$ cat src/hdl/hqfm_pkg.sv
// ----------------------------------------------------------------------------
// hqfm_pkg
// shared constants, types and the arctangent table of the heading block
// ----------------------------------------------------------------------------
package hqfm_pkg;

  // position format and cordic depth
  localparam int POS_FRAC_BITS = 8;
  localparam int CORDIC_STEPS  = 16;
  localparam int ATAN_LEN      = 24;
  localparam int STEPS         = (CORDIC_STEPS > ATAN_LEN) ? ATAN_LEN : CORDIC_STEPS;
  localparam int ITER_W        = $clog2(ATAN_LEN);

  // cordic datapath width, covers negation and gain growth of 32-bit inputs
  localparam int CW = 36;

  // configuration port
  localparam int PADDR_W = 3;
  localparam logic REG_IDX_MOVE_THR = 1'b0;
  localparam logic [31:0] THR_RESET =
    32'(((64'd1 << (2 * POS_FRAC_BITS)) + 64'd5) / 64'd10);

  // cordic constants
  localparam logic signed [CW-1:0] INV_GAIN  = CW'(64'sd652032874);
  localparam logic signed [CW-1:0] ANGLE_PI  = CW'(64'sd2147483648);
  localparam logic signed [15:0]   Q15_ONE   = 16'sd32767;
  localparam logic signed [15:0]   Q15_ZERO  = 16'sd0;

  // heading source codes
  typedef enum logic [1:0] {
    SRC_FIRST = 2'd0,
    SRC_NEW   = 2'd1,
    SRC_HELD  = 2'd2
  } hqfm_src_e;

  // result of the cordic unit
  typedef struct packed {
    logic               done;
    logic signed [15:0] qz;
    logic signed [15:0] qw;
  } hqfm_cordic_res_t;

  // rounded arctangent of 2^-i, 2^32 per full turn
  function automatic logic signed [CW-1:0] atan_lut(input logic [ITER_W-1:0] idx);
    logic signed [CW-1:0] v;
    case (idx)
      5'd0:    v = CW'(64'sd536870912);
      5'd1:    v = CW'(64'sd316933406);
      5'd2:    v = CW'(64'sd167458907);
      5'd3:    v = CW'(64'sd85004756);
      5'd4:    v = CW'(64'sd42667331);
      5'd5:    v = CW'(64'sd21354465);
      5'd6:    v = CW'(64'sd10679838);
      5'd7:    v = CW'(64'sd5340245);
      5'd8:    v = CW'(64'sd2670163);
      5'd9:    v = CW'(64'sd1335087);
      5'd10:   v = CW'(64'sd667544);
      5'd11:   v = CW'(64'sd333772);
      5'd12:   v = CW'(64'sd166886);
      5'd13:   v = CW'(64'sd83443);
      5'd14:   v = CW'(64'sd41722);
      5'd15:   v = CW'(64'sd20861);
      5'd16:   v = CW'(64'sd10430);
      5'd17:   v = CW'(64'sd5215);
      5'd18:   v = CW'(64'sd2608);
      5'd19:   v = CW'(64'sd1304);
      5'd20:   v = CW'(64'sd652);
      5'd21:   v = CW'(64'sd326);
      5'd22:   v = CW'(64'sd163);
      5'd23:   v = CW'(64'sd81);
      default: v = '0;
    endcase
    return v;
  endfunction

endpackage

$ cat src/hdl/heading_quaternion_from_motion.sv
// ----------------------------------------------------------------------------
// heading_quaternion_from_motion
// sequence: a first fix gives the identity quaternion; a later fix squares
//   dx and dy in turn on the shared squaring multiplier, compares the sum
//   with the threshold, then runs the shared cordic micro-rotation unit for
//   a new heading or holds the old one; the input stalls until the push
// reset: asynchronous active low, identity quaternion, first fix pending,
//   threshold back to its default
// ----------------------------------------------------------------------------
module heading_quaternion_from_motion (
  input  logic                          clk_i,
  input  logic                          rst_ni,
  // configuration port
  input  logic                          psel,
  input  logic                          penable,
  input  logic                          pwrite,
  input  logic [hqfm_pkg::PADDR_W-1:0]  paddr,
  input  logic [31:0]                   pwdata,
  output logic [31:0]                   prdata,
  output logic                          pready,
  // input channel
  input  logic                          in_valid_i,
  output logic                          in_stall_o,
  input  logic signed [31:0]            pos_x_i,
  input  logic signed [31:0]            pos_y_i,
  // output channel
  output logic                          out_valid_o,
  input  logic                          out_stall_i,
  output logic signed [15:0]            quat_z_o,
  output logic signed [15:0]            quat_w_o,
  output logic [1:0]                    heading_source_o
);

  typedef enum logic [5:0] {
    ST_IDLE = 6'b000001,
    ST_SQX  = 6'b000010,
    ST_SQY  = 6'b000100,
    ST_CMP  = 6'b001000,
    ST_CORD = 6'b010000,
    ST_PUSH = 6'b100000
  } state_e;

  state_e state_q;
  logic [31:0] thr_q;
  logic first_q;
  logic signed [31:0] prev_x_q, prev_y_q;
  logic signed [15:0] pq_z_q, pq_w_q;
  hqfm_pkg::hqfm_src_e src_q;
  logic signed [31:0] dx_q, dy_q;
  logic [63:0] prod_q, sqx_q;
  logic out_valid_q;
  logic signed [15:0] out_z_q, out_w_q;
  logic [1:0] out_src_q;

  logic accept;
  logic out_free;
  logic cfg_wr;
  logic signed [31:0] dx_sat, dy_sat;
  logic [31:0] ax, ay, mul_a;
  logic [63:0] prod;
  logic [63:0] move;
  logic moving;
  logic cord_start;
  hqfm_pkg::hqfm_cordic_res_t cord_res;

  // difference with saturation to the signed 32-bit range
  function automatic logic signed [31:0] sat_diff(input logic signed [31:0] a,
                                                  input logic signed [31:0] b);
    logic signed [32:0] d;
    logic signed [31:0] r;
    d = 33'(a) - 33'(b);
    if (d[32] != d[31]) begin
      r = d[32] ? 32'sh8000_0000 : 32'sh7fff_ffff;
    end else begin
      r = d[31:0];
    end
    return r;
  endfunction

  // configuration register
  assign pready = 1'b1;
  assign cfg_wr = psel && penable && pwrite && (paddr[2] == hqfm_pkg::REG_IDX_MOVE_THR);
  assign prdata = (paddr[2] == hqfm_pkg::REG_IDX_MOVE_THR) ? thr_q : '0;

  always_ff @(posedge clk_i or negedge rst_ni) begin
    if (!rst_ni) begin
      thr_q <= hqfm_pkg::THR_RESET;
    end else if (cfg_wr) begin
      thr_q <= pwdata;
    end
  end

  // handshake
  assign in_stall_o = (state_q != ST_IDLE);
  assign accept     = in_valid_i && (state_q == ST_IDLE);
  assign out_free   = !out_valid_q || !out_stall_i;

  // shared squaring multiplier
  assign dx_sat = sat_diff(pos_x_i, prev_x_q);
  assign dy_sat = sat_diff(pos_y_i, prev_y_q);
  assign ax     = dx_q[31] ? 32'(-dx_q) : 32'(dx_q);
  assign ay     = dy_q[31] ? 32'(-dy_q) : 32'(dy_q);
  assign mul_a  = (state_q == ST_SQX) ? ax : ay;
  assign prod   = 64'(mul_a) * 64'(mul_a);

  // squared length against threshold
  assign move       = sqx_q + prod_q;
  assign moving     = move > {32'b0, thr_q};
  assign cord_start = (state_q == ST_CMP) && moving;

  hqfm_cordic u_cordic (
    .clk_i   (clk_i),
    .rst_ni  (rst_ni),
    .start_i (cord_start),
    .dx_i    (dx_q),
    .dy_i    (dy_q),
    .res_o   (cord_res)
  );

  // sequencer and stored state
  always_ff @(posedge clk_i or negedge rst_ni) begin
    if (!rst_ni) begin
      state_q     <= ST_IDLE;
      first_q     <= 1'b1;
      prev_x_q    <= '0;
      prev_y_q    <= '0;
      pq_z_q      <= hqfm_pkg::Q15_ZERO;
      pq_w_q      <= hqfm_pkg::Q15_ONE;
      src_q       <= hqfm_pkg::SRC_FIRST;
      out_valid_q <= 1'b0;
    end else begin
      // output register: load on push, clear once taken
      if ((state_q == ST_PUSH) && out_free) begin
        out_valid_q <= 1'b1;
      end else if (out_valid_q && !out_stall_i) begin
        out_valid_q <= 1'b0;
      end
      case (state_q)
        ST_IDLE: begin
          if (accept) begin
            prev_x_q <= pos_x_i;
            prev_y_q <= pos_y_i;
            if (first_q) begin
              first_q <= 1'b0;
              pq_z_q  <= hqfm_pkg::Q15_ZERO;
              pq_w_q  <= hqfm_pkg::Q15_ONE;
              src_q   <= hqfm_pkg::SRC_FIRST;
              state_q <= ST_PUSH;
            end else begin
              state_q <= ST_SQX;
            end
          end
        end
        ST_SQX: begin
          state_q <= ST_SQY;
        end
        ST_SQY: begin
          state_q <= ST_CMP;
        end
        ST_CMP: begin
          if (moving) begin
            state_q <= ST_CORD;
          end else begin
            src_q   <= hqfm_pkg::SRC_HELD;
            state_q <= ST_PUSH;
          end
        end
        ST_CORD: begin
          if (cord_res.done) begin
            pq_z_q  <= cord_res.qz;
            pq_w_q  <= cord_res.qw;
            src_q   <= hqfm_pkg::SRC_NEW;
            state_q <= ST_PUSH;
          end
        end
        ST_PUSH: begin
          if (out_free) begin
            state_q <= ST_IDLE;
          end
        end
        default: begin
          state_q <= ST_IDLE;
        end
      endcase
    end
  end

  // datapath registers
  always_ff @(posedge clk_i) begin
    if (accept) begin
      dx_q <= dx_sat;
      dy_q <= dy_sat;
    end
    if (state_q == ST_SQX) begin
      prod_q <= prod;
    end
    if (state_q == ST_SQY) begin
      sqx_q  <= prod_q;
      prod_q <= prod;
    end
    if ((state_q == ST_PUSH) && out_free) begin
      out_z_q   <= pq_z_q;
      out_w_q   <= pq_w_q;
      out_src_q <= src_q;
    end
  end

  assign out_valid_o      = out_valid_q;
  assign quat_z_o         = out_z_q;
  assign quat_w_o         = out_w_q;
  assign heading_source_o = out_src_q;

endmodule

$ cat src/hdl/hqfm_cordic.sv
// ----------------------------------------------------------------------------
// hqfm_cordic
// one shared micro-rotation unit, run first in vectoring mode for the
// heading, then in rotation mode on the half angle for sin and cos
// ----------------------------------------------------------------------------
module hqfm_cordic (
  input  logic                          clk_i,
  input  logic                          rst_ni,
  input  logic                          start_i,
  input  logic signed [31:0]            dx_i,
  input  logic signed [31:0]            dy_i,
  output hqfm_pkg::hqfm_cordic_res_t    res_o
);

  typedef enum logic [3:0] {
    PH_IDLE = 4'b0001,
    PH_VEC  = 4'b0010,
    PH_ROT  = 4'b0100,
    PH_FIN  = 4'b1000
  } phase_e;

  localparam logic [hqfm_pkg::ITER_W-1:0] LAST_ITER =
    hqfm_pkg::ITER_W'(hqfm_pkg::STEPS - 1);

  phase_e phase_q, phase_d;
  logic [hqfm_pkg::ITER_W-1:0] iter_q, iter_d;
  logic done_q;
  logic signed [hqfm_pkg::CW-1:0] x_q, y_q, z_q;
  logic signed [hqfm_pkg::CW-1:0] x_n, y_n, z_n;
  logic signed [hqfm_pkg::CW-1:0] xs, ys, atan_v;
  logic signed [hqfm_pkg::CW-1:0] dx_ext, dy_ext;
  logic signed [15:0] qz_q, qw_q;
  logic ccw;
  logic last;

  // round q2.30 to q1.15 and saturate
  function automatic logic signed [15:0] to_q15(input logic signed [hqfm_pkg::CW-1:0] v);
    logic signed [hqfm_pkg::CW-1:0] rnd;
    logic signed [hqfm_pkg::CW-1:0] r;
    logic signed [15:0] q;
    rnd = v + $signed(hqfm_pkg::CW'(16384));
    r   = rnd >>> 15;
    if (r > $signed(hqfm_pkg::CW'(32767))) begin
      q = 16'sd32767;
    end else if (r < -$signed(hqfm_pkg::CW'(32768))) begin
      q = -16'sd32768;
    end else begin
      q = r[15:0];
    end
    return q;
  endfunction

  assign dx_ext = hqfm_pkg::CW'(dx_i);
  assign dy_ext = hqfm_pkg::CW'(dy_i);

  // shared micro-rotation step
  always_comb begin
    ccw    = (phase_q == PH_VEC) ? y_q[hqfm_pkg::CW-1] : ~z_q[hqfm_pkg::CW-1];
    xs     = x_q >>> iter_q;
    ys     = y_q >>> iter_q;
    atan_v = hqfm_pkg::atan_lut(iter_q);
    x_n    = ccw ? (x_q - ys) : (x_q + ys);
    y_n    = ccw ? (y_q + xs) : (y_q - xs);
    z_n    = ccw ? (z_q - atan_v) : (z_q + atan_v);
    last   = (iter_q == LAST_ITER);
  end

  // sequencer
  always_comb begin
    phase_d = phase_q;
    iter_d  = iter_q;
    case (phase_q)
      PH_IDLE: begin
        iter_d = '0;
        if (start_i) begin
          phase_d = PH_VEC;
        end
      end
      PH_VEC: begin
        if (last) begin
          iter_d  = '0;
          phase_d = PH_ROT;
        end else begin
          iter_d = iter_q + 1'b1;
        end
      end
      PH_ROT: begin
        if (last) begin
          iter_d  = '0;
          phase_d = PH_FIN;
        end else begin
          iter_d = iter_q + 1'b1;
        end
      end
      PH_FIN: begin
        phase_d = PH_IDLE;
      end
      default: begin
        phase_d = PH_IDLE;
        iter_d  = '0;
      end
    endcase
  end

  always_ff @(posedge clk_i or negedge rst_ni) begin
    if (!rst_ni) begin
      phase_q <= PH_IDLE;
      iter_q  <= '0;
      done_q  <= 1'b0;
    end else begin
      phase_q <= phase_d;
      iter_q  <= iter_d;
      done_q  <= (phase_q == PH_FIN);
    end
  end

  // datapath registers
  always_ff @(posedge clk_i) begin
    case (phase_q)
      PH_IDLE: begin
        if (start_i) begin
          // left half plane: negate and start from plus or minus pi
          if (dx_i[31]) begin
            x_q <= -dx_ext;
            y_q <= -dy_ext;
            z_q <= dy_i[31] ? -hqfm_pkg::ANGLE_PI : hqfm_pkg::ANGLE_PI;
          end else begin
            x_q <= dx_ext;
            y_q <= dy_ext;
            z_q <= '0;
          end
        end
      end
      PH_VEC: begin
        if (last) begin
          x_q <= hqfm_pkg::INV_GAIN;
          y_q <= '0;
          z_q <= z_n >>> 1;
        end else begin
          x_q <= x_n;
          y_q <= y_n;
          z_q <= z_n;
        end
      end
      PH_ROT: begin
        x_q <= x_n;
        y_q <= y_n;
        z_q <= z_n;
      end
      PH_FIN: begin
        qz_q <= to_q15(y_q);
        qw_q <= to_q15(x_q);
      end
      default: begin
        x_q <= x_q;
      end
    endcase
  end

  assign res_o.done = done_q;
  assign res_o.qz   = qz_q;
  assign res_o.qw   = qw_q;

endmodule

$ cat config.mk
export PLATFORM = sky130hd
export DESIGN_NAME = heading_quaternion_from_motion
export DESIGN_NICKNAME = d
export VERILOG_FILES = /design/src/hdl/hqfm_pkg.sv /design/src/hdl/heading_quaternion_from_motion.sv /design/src/hdl/hqfm_cordic.sv
export SDC_FILE = /design/constraint.sdc
export NUM_CORES = 2
export LEC_CHECK = 0
export ABC_AREA = 0
export BUFFER_PORTS_ARGS = -buffer_cell sky130_fd_sc_hd__buf_2
export CAP_MARGIN = 20
export CORE_MARGIN = 8
export CORE_UTILIZATION = 50
export CTS_CLUSTER_DIAMETER = 100
export DETAILED_ROUTE_END_ITERATION = 16
export PLACE_DENSITY = 0.65
export SLEW_MARGIN = 15
export SYNTH_ARGS = -nofsm -noshare
export SYNTH_HDL_FRONTEND = slang
export SYNTH_SLANG_ARGS = --single-unit
export TNS_END_PERCENT = 1
$ cat constraint.sdc
create_clock -name clk_i -period 32.6 [get_ports clk_i]
set_clock_uncertainty 0.15 [all_clocks]
set_input_delay 1.63 -clock clk_i [delete_from_list [all_inputs] [get_ports clk_i]]
set_output_delay 1.63 -clock clk_i [all_outputs]
set_load 0.05 [all_outputs]
==> summary.md <==
| Metric | Value |
|---|---|
| Hold Buf Count CTS | 0 |
| Total gr overflow | 0 |
| Dominant cell type by area after synthesis | fa_1 |
| Sink Count | 512 |
| Worst EP arrival | 13640 ps |
| Critical Path RT | 32840 ps |
| Global-route wire length before repair | 321000 microns |
| Hold Path Class | reg -> reg |
| Synth Flop Type | edfxtp_1 |
| Ys Warns | 0 |
| FFs w/ async S/R, synth | 0.289 |
| Most common cell after layout, fill and taps aside | inv_1 |
| # DRC | 0 |
| Drt first pass iters | 8 |
| Max Fclk | 74.6 MHz |
| Sequential fraction of the synthesis area | 0.213 |
| Post-synth EDFFs | 364 |
| Initial antenna violation count | 3 |
| Fin nets | 8905 |
| Total track usage | 0.270 |
| Synth area leaders | fa_1 23%, edfxtp_1 16%, ha_1 10% |
| Compound-gate portion of the synthesized area | 0.136 |
| Final core occ | 0.539 |
| Max FO, Critical Path | 18 |
| Critical path class | reg -> reg |
| Largest net degree at the start of global routing | 105 |
| Vert. Die Dim | 387 microns |
| CTS root buf | clkbuf_16 |
| Postcts setup bufs | 0 |
| Net Count, Synth | 8894 |
| Endpoints failing setup | 0 |
| Fin crit share | 0.411 |
| CP Launch Type | flop |
| CP Capture Type | flop |
| Layout cells sized above 1 | 0.0845 |
| CP peak stage delay | 750 ps |
| Max-cap viol count | 0 |
| Post-Synth Simple-Gate Area | 0.121 |
| H-tree depth | 3 |
| Initial Util | 0.503 |
| I/O pin cnt | 175 |
| Vias | 54900 |
| PortBufs | 171 |
| DP Area | 71500 sq um |
| Vias/cell | 5.91 |
| CP max stage cell | xor2_1 |
| Largest family of logic cells by synthesized area | adder cells |
| Design area | 73900 sq um |
| Area Overhead vs Synth | 7.22% |
| Post-synthesis xor/xnor area fraction | 0.0632 |
| Status | finished, final reports clean |
| Final HPWL DP | 158000 microns |
| Die ar. | 150000 sq um |
| Core region area | 137000 sq um |
| Syn_area_per_cell | 9.28 sq um |
| Max-slew violation count | 0 |
| Chip Width | 387 microns |
| Routability Congestion | 0.954 |
| Synth Register Bits | 512 |
| Final ANT Viol Nets | 0 |
| Synth Cell Area | 69000 sq um |
| Hold WS | 282 ps |
| Vias in the first global route | 55800 |
| Worst-Margin Slew | 1120 ps |
| Multiplexer area fraction after synthesis | 0.0485 |
| Post-synthesis cell type count | 104 |
| Cell Rows | 136 |
| DR iter-0 viols | 5184 |
| Most numerous cell on the critical path | fa_1 |
| Period minus WS final | 13400 ps |
| Per-cell routed wire length | 22.1 microns |
| RSZ-0062 raised after global routing | false |
| Relative max-transition margin | 0.246 |
| Clock Path Buffers | 3 |
| Final TNS setup | 0 ps |
| Hold Vio Cnt, Final | 0 |
| CTS Buf Count | 66 |
| Post-Synth Adder-Cell Area | 0.336 |
| PostCTS Resize Cnt | 0 |
| Clock Latency Late Sink | 700 ps |
| Top cell type's share of synthesized area | 0.232 |
| CTS clk-pin slew, worst paths | 60 ps |
| Post-synthesis cell count | 7428 |
| CTS tree | yes |
| Commonest cells after routing, fill and taps aside | 1156 x inv_1, 799 x fa_1, 649 x nand2_1 |
| Routed wire length | 205000 microns |
==> stage by stage <==
stage | worst slack [ps] | std cells
4_1_cts | 19380 | 9284
2_1_floorplan | 19980 | 7428
3_5_place_dp | 19510 | 9162
5_1_grt | 18720 | 9287
3_3_place_gp | 19560 | 9162
6_report | 19200 | 9288
==> layout make-up <==
cell class              count  area [sq um]
repair buffers            255          1530
clock inverters            41           599
multi-input cells        5434         48800
well taps                1794          2240
flip-flops and latches    512         14700
fillers                 12400         63200
inverters                1170          4400
clock buffers              81          1740
diodes                      1          2.50
==> state kept, by name, summed over array words and instances (netlist names), 2 cells and up <==
register          flops
dx_q                 32
dy_q                 32
heading_source_o      2
pq_w_q               16
pq_z_q               16
prev_x_q             32
prev_y_q             32
prod_q               63
quat_w_o             16
quat_z_o             16
sqx_q                63
src_q                 2
state_q               6
thr_q                32
u_cordic.iter_q       5
u_cordic.phase_q      4
u_cordic.qw_q        16
u_cordic.qz_q        16
u_cordic.x_q         36
u_cordic.y_q         36
u_cordic.z_q         36
==> critical path, delay by kind of cell, from the launching register on <==
| family | cells | cell delay [ps] |
|---|---|---|
| adder cells (fa/ha/maj) | 9 | 4240 |
| AND/OR/NAND/NOR | 13 | 3680 |
| AO/OA/AOI/OAI | 9 | 2720 |
| buffers and inverters | 6 | 1000 |
| XOR/XNOR | 2 | 860 |
| flip-flops | 1 | 420 |
==> path summary, 6_finish.rpt <==
| check | cells past startpoint | from | slack [ps] | to |
|---|---|---|---|---|
| setup / recovery | 39 | dx_q[2]$_DFFE_PP_ | 19200 | prod_q[61]$_DFFE_PP_ |
| hold / removal | 0 | prod_q[28]$_DFFE_PP_ | 280 | sqx_q[28]$_DFFE_PP_ |
| setup reg to reg | 39 | dx_q[2]$_DFFE_PP_ | 19200 | prod_q[61]$_DFFE_PP_ |
| hold reg to reg | 0 | prod_q[28]$_DFFE_PP_ | 280 | sqx_q[28]$_DFFE_PP_ |
| max in group asynchronous | 3 | rst_ni | 29730 | u_cordic.iter_q[2]$_DFFE_PN0N_ |
| min in group asynchronous | 1 | rst_ni | 800 | prev_x_q[30]$_DFFE_PN0P_ |
==> cells in the mapped netlist, types with 54 or more instances <==
library cell and n:
inv_1 1157, fa_1 799, nand2_1 650, nor2_1 635, ha_1 561, a21oi_1 381
o21ai_0 373, edfxtp_1 364, xor2_1 265, clkbuf_1 250, xnor2_1 233, a21o_1 142
dfrtp_1 123, nand3_1 90, mux2i_1 79, mux4_2 76, mux2_2 71, nand4_1 71
nor3_1 65, nand2b_1 63, o22ai_1 57, o21a_1 54
==> kinds of logic (layout without fill, tap and decap cells) <==
kind of cell	after synthesis	after routing
flip-flops	512	512
multiplexers	229	229
XOR/XNOR	498	498
adder cells (fa/ha/maj)	1377	1377
AO/OA/AOI/OAI	1481	1481
AND/OR/NAND/NOR	1848	1848
buffers and inverters	1482	1547
other	1	2
==> metal layers <==
metal / track usage / part of all wire / vias up / wire (microns)
met3: 0.0515 / 0.089 / 476 / 18300
met2: 0.426 / 0.45 / 2310 / 91400
li1: - / - / 25000 / -
met4: 0.0971 / 0.041 / 4 / 8500
met5: 0 / 0.00013 / - / 27
met1: 0.373 / 0.42 / 27100 / 87000
Power is left out: the tool's default activity adds up to more than one toggle a clock period on the data nets, which glitch-free logic cannot reach.
